### src/sv/stbs_pkg.sv
// Shared types and constants for the sorted table binary search block.
// No dependencies; imported by stbs_search, the top level and the checker.
package stbs_pkg;

	localparam int TABLE_DEPTH = 1024;
	localparam int KEY_W       = 32;
	localparam int IDX_W       = $clog2(TABLE_DEPTH);
	localparam int CNT_W       = $clog2(TABLE_DEPTH + 1);

	localparam logic KIND_WRITE  = 1'b0;
	localparam logic KIND_SEARCH = 1'b1;

	typedef enum logic [1:0] {
		ST_IDLE,
		ST_ADDR,
		ST_CMP,
		ST_FIN
	} state_t;

	typedef struct packed {
		logic             en;
		logic [IDX_W-1:0] addr;
	} rd_req_t;

	typedef struct packed {
		logic             found;
		logic [CNT_W-1:0] position;
	} result_t;

endpackage

### src/sv/stbs_search.sv
// Search sequencer: bounds registers, midpoint adder and the key comparators (equal, signed less-than).
// Depends on stbs_pkg; reads the table through the top level's RAM port.
module stbs_search (
	input  logic                       clk,
	input  logic                       arst_n,
	input  logic                       start,
	input  logic [stbs_pkg::KEY_W-1:0] key,
	input  logic [stbs_pkg::CNT_W-1:0] count,
	input  logic [stbs_pkg::KEY_W-1:0] rdata,
	input  logic                       res_take,
	output stbs_pkg::rd_req_t          rd,
	output stbs_pkg::result_t          res,
	output logic                       res_valid,
	output logic                       idle
);
	import stbs_pkg::*;

	state_t           state_q, state_d;
	logic [CNT_W-1:0] left_q, rexcl_q;
	logic [IDX_W-1:0] mid_q;
	logic [KEY_W-1:0] key_q;
	result_t          res_q;
	logic [CNT_W:0]   sum;
	logic [IDX_W-1:0] mid;
	logic             empty;
	logic             eq, lt;

	assign sum   = {1'b0, left_q} + {1'b0, rexcl_q} - (CNT_W+1)'(1);
	assign mid   = sum[IDX_W:1];
	assign empty = (left_q >= rexcl_q);
	assign eq    = (rdata == key_q);
	assign lt    = ($signed(rdata) < $signed(key_q));

	always_comb begin
		state_d = state_q;
		case (state_q)
			ST_IDLE: if (start) state_d = ST_ADDR;
			ST_ADDR: state_d = empty ? ST_FIN : ST_CMP;
			ST_CMP:  state_d = eq ? ST_FIN : ST_ADDR;
			ST_FIN:  if (res_take) state_d = ST_IDLE;
			default: state_d = ST_IDLE;
		endcase
	end

	always_comb begin
		rd.en     = (state_q == ST_ADDR) && !empty;
		rd.addr   = mid;
		res       = res_q;
		res_valid = (state_q == ST_FIN);
		idle      = (state_q == ST_IDLE);
	end

	always_ff @(posedge clk or negedge arst_n) begin
		if (!arst_n) begin
			state_q <= ST_IDLE;
		end else begin
			state_q <= state_d;
		end
	end

	always_ff @(posedge clk) begin
		case (state_q)
			ST_IDLE: begin
				if (start) begin
					key_q   <= key;
					left_q  <= '0;
					rexcl_q <= count;
				end
			end
			ST_ADDR: begin
				mid_q <= mid;
				if (empty) begin
					res_q.found    <= 1'b0;
					res_q.position <= left_q;
				end
			end
			ST_CMP: begin
				if (eq) begin
					res_q.found    <= 1'b1;
					res_q.position <= CNT_W'(mid_q);
				end else if (lt) begin
					left_q <= CNT_W'(mid_q) + CNT_W'(1);
				end else begin
					rexcl_q <= CNT_W'(mid_q);
				end
			end
			default: begin
			end
		endcase
	end

endmodule

### config.mk
export PLATFORM = sky130hd
export DESIGN_NAME = stbs_search
export DESIGN_NICKNAME = d
export VERILOG_FILES = /design/src/sv/stbs_pkg.sv /design/src/sv/stbs_search.sv
export SDC_FILE = /design/constraint.sdc
export NUM_CORES = 1
export LEC_CHECK = 0
export ABC_AREA = 1
export ABC_CLOCK_PERIOD_IN_PS = 4520
export BUFFER_PORTS_ARGS = -buffer_cell sky130_fd_sc_hd__buf_4
export CORE_UTILIZATION = 41
export DETAILED_ROUTE_END_ITERATION = 8
export HOLD_SLACK_MARGIN = 0.15
export PLACE_DENSITY_LB_ADDON = 0.12
export SYNTH_ARGS = -nofsm -noshare
export SYNTH_HDL_FRONTEND = slang
export SYNTH_SLANG_ARGS = --single-unit
### constraint.sdc
create_clock -name clk -period 4.52 [get_ports clk]
set_input_delay 0.226 -clock clk [delete_from_list [all_inputs] [get_ports clk]]
set_output_delay 0.226 -clock clk [all_outputs]
set_load 0.005 [all_outputs]
==> results of run 1 <==
## per-stage QoR
| stage | instances | instance area, sq um | setup slack, ps | hold slack [ps] | utilization |
|---|---|---|---|---|---|
| floorplan | 468 | 4646 | 738.3 | -69.59 | - |
| global route | 758 | 6215 | 1227 | 172.9 | 0.5683 |
| detailed placement | 709 | 5594 | 1645 | 13.26 | 0.5116 |
| CTS | 758 | 6215 | 1461 | 152.9 | 0.5683 |
| global placement | 709 | 5594 | 1722 | 10.04 | 0.5116 |
| finish | 758 | 6215 | 1493 | 164.7 | 0.5683 |
## tightest hold or removal path, delay by kind of cell
| family | cells | cell delay [ps] |
|---|---|---|
| buffers and inverters | 1 | 80 |
| AND/OR/NAND/NOR | 2 | 90 |
## sequential cells by signal, indices dropped and copies added, names as in the netlist
register	flops
key_q	32
res	12
left_q	11
mid_q	10
state_q	2
rexcl_q	11
## routing by layer
| layer | routed length (um) | part of all wire | vias up | GRT usage |
|---|---|---|---|---|
| met1 | 4957 | 0.47 | 1652 | 0.2595 |
| met2 | 4690 | 0.45 | 101 | 0.3011 |
| met3 | 669 | 0.064 | 11 | 0.04280 |
| met4 | 122 | 0.012 | 0 | 0.05792 |
| li1 | - | - | 1846 | - |
| met5 | 0 | 0 | - | 0 |
## Yosys cell counts (all sizes together) (3+ instances only)
master / number
inv: 102
xor2: 5
o21ai: 15
edfxtp: 76
o31ai: 4
nor3: 6
nor4: 5
o21a: 3
nand3: 15
xnor2: 4
nand2: 83
nor2: 31
a21oi: 34
ha: 63
nand4: 5
## power by group
part / internal [mW] / switching (mW)
clock: 0.421 / 0.274
sequential: 1.26 / 0.145
combinational: 1.07 / 1.41
total: 2.75 / 1.83
## layout by cell type, fill, tap and decap left out, types with 2 or more instances in the layout
| master | synthesis | final |
|---|---|---|
| a21o_1 | 2 | 2 |
| a21oi_1 | 33 | 33 |
| a41oi_1 | 2 | 2 |
| buf_4 | 1 | 105 |
| clkbuf_16 | 0 | 9 |
| clkinv_1 | 2 | 4 |
| dfrtp_1 | 2 | 2 |
| dlygate4sd3_1 | 0 | 34 |
| edfxtp_1 | 76 | 76 |
| ha_1 | 63 | 63 |
| inv_1 | 95 | 95 |
| inv_2 | 7 | 7 |
| nand2_1 | 77 | 77 |
| nand2_2 | 5 | 5 |
| nand3_1 | 15 | 15 |
| nand4_1 | 5 | 5 |
| nor2_1 | 28 | 28 |
| nor2_2 | 2 | 2 |
| nor3_1 | 6 | 5 |
| nor4_1 | 4 | 4 |
| o21a_1 | 2 | 2 |
| o21ai_0 | 2 | 2 |
| o21ai_1 | 13 | 13 |
| o31ai_1 | 4 | 4 |
| xnor2_1 | 4 | 4 |
| xor2_1 | 5 | 5 |
## worst max path at each step
stage	slack, ps	to	from	depth (start not counted)
6_report	1490	rd[8]	left_q[1]	11
5_1_grt	1230	rd[6]	left_q[1]	12
4_1_cts	1460	rd[6]	left_q[1]	12
3_5_place_dp	1650	res[9]	key_q[31]	8
3_3_place_gp	1720	res[9]	rdata[31]	8
2_1_floorplan	740	left_q[0]	state_q[0]	5
## area by class of cell
cell class	instances	area [sq um]
flip-flops and latches	78	2332
clock buffers	10	229.0
clock inverters	5	51.30
repair buffers	139	1129
fillers	988	4721
well taps	140	175.2
inverters	104	390.4
multi-input cells	282	1908
## repair_timing
| action | CTS | global route |
|---|---|---|
| resized for setup | 0 | 0 |
| hold buffers | 34 | 0 |
| setup endpoints to repair | 0 | 0 |
| hold endpoints to repair | 35 | 0 |
## logic make-up after synthesis
| kind of cell | synth area share |
|---|---|
| DFF | 0.5020 |
| AOI/OAI and AO/OA | 0.07568 |
| xor gates and xnor gates | 0.01697 |
| adders and majority gates | 0.1740 |
| and+or+nand+nor | 0.1430 |
| buffers and inverters | 0.08834 |
==> metrics.md, run 1 <==
| Metric | Value |
|---|---|
| ANT cells | `0` |
| Rows | `38` |
| PortBufs | `103` |
| R2R setup slack | `1690 ps` |
| Cts bufs inserted | `9` |
| Post-synthesis cell count | `468` |
| Via Count | `3,610` |
| R2R Path Start | `key_q[31]` |
| VDD IR max | `591.0 uV` |
| DR WL/cell | `13.77 um` |
| Vias/cell | `4.763` |
| Hold_sp | `count[0]` |
| Fmax | `330.4 MHz` |
| Largest net degree at the start of global routing | `34` |
| Initial Util | `0.4248` |
| Slew Limit Headroom | `0.2552` |
| Post-synth EDFFs | `76` |
| # H-tree levels | `3` |
| Total grt overflow | `0` |
| Clock Sinks | `78` |
| Post-route minimum period | `3027 ps` |
| Initial drt markers | `236` |
| First-pass GRT wire length | `16,950 um` |
| Core area | `10,940 sq um` |
| Postcts setup bufs | `0` |
| Setup TNS | `0 ps` |
| Sequential-to-total area share from yosys stat | `0.5020` |
| Crit path max-delay cell type | `fa_1` |
| Syn_area_per_cell | `9.927 sq um` |
| CP startpoint kind | `flop` |
| Syn-to-layout area delta | `33.77%` |
| Slowest stage delay, CP | `400 ps` |
| Total wire length | `10,440 um` |
| Final setup vio count | `0` |
| Nets | `757` |
| DP HPWL | `7985 um` |
| Cell Area, Synth | `4646 sq um` |
| RSZ-0062 raised after global routing | `no` |
| Vias in the first global route | `3,618` |
| Skew final | `5.019 ps` |
| Hold Path End | `rexcl_q[0]` |
| Crit path kind | `reg -> out` |
| Maxcap violations | `0` |
| Die area | `11,760 sq um` |
| Cells on worst reg2reg path | `8` |
| CP top delay family | `adder cells` |
| Residual DRC count | `0` |
| Total power | `4.580 mW` |
| Largest area contributor in the netlist | `edfxtp_1` |
| Worst-path cell chain | `inv_1, ha_1, inv_1, ha_1, inv_1, fa_1, o21ai_1, nand4_1, o211ai_1, xor2_1, buf_4` |
| Pre-antenna DRT Iters | `4` |
| Io pins | `104` |
| Worst setup EP type | `output port` |
| Main synth FF type | `edfxtp_1` |
| TritonCTS clock tree | `done` |
| Die H | `108.4 um` |
| PwrDens | `736.9 nW/um^2` |
| Ys async rst share | `0.02564` |
| ANT nets after route | `0` |
| Synth top area cells | `edfxtp_1, ha_1, inv_1` |
| Worst path most repeated cell | `inv_1` |
| Worst-path maximum fanout | `3` |
| Post-synthesis register bit count | `78` |
| Root buffer cell | `clkbuf_16` |
| Reg clk slew, reported paths | `60 ps` |
| Die extent in x | `108.4 um` |
| Slew @ Worst Pin | `1113 ps` |
| Status | `completed` |
| Yosys cell types | `36` |
| Initial antenna violation count | `0` |
| Worst flop-to-flop path endpoint | `res[5]` |
| WP buf/inv | `4` |
| Synth top area share | `0.4912` |
| Critical Path RT | `4290 ps` |
| Layout cell share with drive strength beyond 1 | `0.2233` |
| Tot GR Track Use | `0.1904` |
| Leak | `3.008 nW` |
| Warnings from Yosys | `0` |
| CTS max path bufs | `2` |
| Gpl congestion | `0.8882` |
| Syn nets | `611` |
| Final hold violation count | `0` |
| Clock latency at the later pin of the worst-skew pair | `330 ps` |
| Critical path arrival | `2800 ps` |
| Final Cycle Share | `0.6696` |
| Final Slew Violations | `0` |
| Hold depth | `3` |
| Hold/Removal Path Class | `in -> reg` |
(Power assumes the default switching activity.)
==> run 2, diff against run 1 <==
--- a/config.mk
+++ b/config.mk
@@ -6,7 +6,7 @@
 export NUM_CORES = 1
 export LEC_CHECK = 0
 export ABC_AREA = 1
-export ABC_CLOCK_PERIOD_IN_PS = 4520
+export ABC_CLOCK_PERIOD_IN_PS = 2690
 export BUFFER_PORTS_ARGS = -buffer_cell sky130_fd_sc_hd__buf_4
 export CORE_UTILIZATION = 41
 export DETAILED_ROUTE_END_ITERATION = 8
==> constraint.sdc (replaced) <==
create_clock -name clk -period 2.69 [get_ports clk]
set_input_delay 0.1345 -clock clk [delete_from_list [all_inputs] [get_ports clk]]
set_output_delay 0.1345 -clock clk [all_outputs]
set_load 0.005 [all_outputs]
==> run 2 against run 1 <==
  * Clock skew increased by 2.7 ps
  * Global-route usage increased by 0.58 points
  * Clock power increased by 77%
  * Via count increased by 4.0%
  * Sequential share of layout area decreased by 2.0 points
  * Non-clock buffer count increased by 19
  * Final cell count increased by 2.6%
  * Largest power group unchanged
  * Die area unchanged
  * Core utilization increased by 3.2 points
  * Power increased by 86%
  * Flip-flop and latch count unchanged
  * Highest routed layer unchanged
  * Count of clock-buffer cells in the layout decreased by 1
  * Critical path type unchanged
  * Largest cell class unchanged
==> metrics.md, run 2 (same netlist as run 1, synthesis figures left out) <==
| Metric | Value |
|---|---|
| DP HPWL | `7929 um (-0.71%)` |
| PortBufs | `103 (unchanged)` |
| Core area | `10,940 sq um (unchanged)` |
| Fmax | `378.9 MHz` |
| Post-route minimum period | `2639 ps` |
| R2R setup slack | `280 ps (-1410 ps)` |
| Status | `completed` |
| Root buffer cell | `clkbuf_16` |
| Final hold violation count | `0 (unchanged)` |
| Largest net degree at the start of global routing | `33 (-2.9%)` |
| Layout cell share with drive strength beyond 1 | `0.2665 (+0.04316)` |
| Initial antenna violation count | `0 (unchanged)` |
| Critical path arrival | `2500 ps (-300 ps)` |
| Final Cycle Share | `0.9812` |
| First-pass GRT wire length | `17,440 um (+2.9%)` |
| Io pins | `104 (unchanged)` |
| VDD IR max | `1220 uV (+110%)` |
| Worst-path maximum fanout | `3 (unchanged)` |
| Post-route design area | `6563 sq um (+5.6%)` |
| TritonCTS clock tree | `done` |
| Total wire length | `11,150 um (+6.8%)` |
| Most frequent cells in the layout | `buf_4, inv_1, nand2_1, edfxtp_1, ha_1` |
| Vias in the first global route | `3,720 (+2.8%)` |
| # H-tree levels | `3 (unchanged)` |
| Initial drt markers | `190 (-19%)` |
| Pre-antenna DRT Iters | `5 (+1)` |
| Initial Util | `0.4248 (unchanged)` |
| Crit path kind | `reg -> out` |
| R2R Path Start | `key_q[31]` |
| Vias/cell | `4.824 (+1.3%)` |
| Tot GR Track Use | `0.1962 (+0.005784)` |
| Gpl congestion | `0.8362 (-5.9%)` |
| Rows | `38 (unchanged)` |
| RSZ-0062 raised after global routing | `yes` |
| Clock latency at the later pin of the worst-skew pair | `340 ps (about the same)` |
| Syn-to-layout area delta | `41.26%` |
| DR WL/cell | `14.33 um (+4.0%)` |
| Residual DRC count | `0 (unchanged)` |
| Slew Limit Headroom | `0.6644 (+0.4092)` |
| Skew final | `7.702 ps (+2.683 ps)` |
| Die H | `108.4 um (unchanged)` |
| Clock Sinks | `78 (unchanged)` |
| Reg with most FFs | `key_q` |
| CP Launch Point | `left_q[1]` |
| CTS max path bufs | `2 (unchanged)` |
| Cts bufs inserted | `9 (unchanged)` |
| Critical Path RT | `2560 ps (-1730 ps)` |
| Max reg flops | `32 (unchanged)` |
| Worst setup EP type | `output port` |
| PwrDens | `1299 nW/um^2 (+76%)` |
| Final Slew Violations | `0 (unchanged)` |
| Final setup vio count | `0 (unchanged)` |
| Reg clk slew, reported paths | `60 ps (about the same)` |
| Hold/Removal Path Class | `in -> reg` |
| Die area | `11,760 sq um (unchanged)` |
| Slew @ Worst Pin | `502.9 ps (-610.3 ps)` |
| Leak | `3.098 nW (+3.0%)` |
| Via Count | `3,753 (+4.0%)` |
| Total grt overflow | `0 (unchanged)` |
| CP startpoint kind | `flop` |
| ANT cells | `0 (unchanged)` |
| Util after Layout | `0.6001 (+0.03181)` |
| Placed inst area | `5623 sq um (+0.51%)` |
| Nets | `776 (+2.5%)` |
| Die extent in x | `108.4 um (unchanged)` |
| Commonest non-fill, non-tap cell in the layout | `buf_4` |
| Hold_sp | `start` |
| Maxcap violations | `0 (unchanged)` |
| ANT nets after route | `0 (unchanged)` |
## run 2: cell type report
cell class                 instances  area (sq um)
timing repair buffer             158          1301
sequential                        78          2332
tap                              140         175.2
fill                             941          4373
clock buffer                       9         225.2
clock inverter                     7         72.57
inverter                         104         396.6
multi-input combinational        282          2059
## run 2: routing by layer
layer | vias up | wire (um) | GRT usage
met5 | - | 0 | 0
met4 | 0 | 110 | 0.05405
met3 | 8 | 660 | 0.04521
met2 | 122 | 5373 | 0.3287
met1 | 1741 | 5001 | 0.2535
li1 | 1882 | - | -
## run 2: what timing repair did
item                                    in CTS  in global routing
setup buffers                                0                  4
endpoints found under the setup margin       3                 16
gates resized for setup                      5                 25
endpoints found under the hold margin       47                  0
pin swaps                                    3                 10
hold buffers                                46                  0
## run 2: path summary, 6_finish.rpt
| kind | endpoint | depth (start not counted) |
|---|---|---|
| max in group asynchronous | state_q[1] | 3 |
| setup reg to reg | left_q[0] | 12 |
| hold / removal | state_q[0] | 5 |
| min in group asynchronous | state_q[0] | 3 |
| hold reg to reg | res[10] | 2 |
| setup / recovery | rd[8] | 11 |
## run 2: worst max-delay path, stage by stage (launching register included)
cell and delay [ps]:
edfxtp_1 410, inv_2 100, ha_4 210, inv_2 60
ha_4 160, inv_4 40, fa_2 380, o21ai_4 200
nand4_1 130, o211ai_1 110, xor2_1 220, buf_4 150
## run 2: report_power, final
group | internal [mW] | leakage (nW) | total, mW | switching [mW]
clock | 0.722 | 0.144 | 1.23 | 0.510
sequential | 2.11 | 0.740 | 2.36 | 0.250
combinational | 2.23 | 2.21 | 4.94 | 2.70
total | 5.06 | 3.10 | 8.53 | 3.46
## run 2: through the flow
| step | hold WS [ps] | std cells | TNS, ps | worst slack (ps) | power [mW] |
|---|---|---|---|---|---|
| after floorplan | -161.1 | 468 | 0 | 366.9 | 4.773 |
| after global placement | -81.99 | 712 | 0 | 299.7 | 6.473 |
| after detailed placement | -79.86 | 712 | 0 | 214.5 | 6.540 |
| after CTS | 220.9 | 774 | 0 | 8.485 | 7.969 |
| after global routing | 261.1 | 778 | -102.1 | -53.33 | 9.151 |
| final | 224.5 | 778 | 0 | 50.56 | 8.526 |
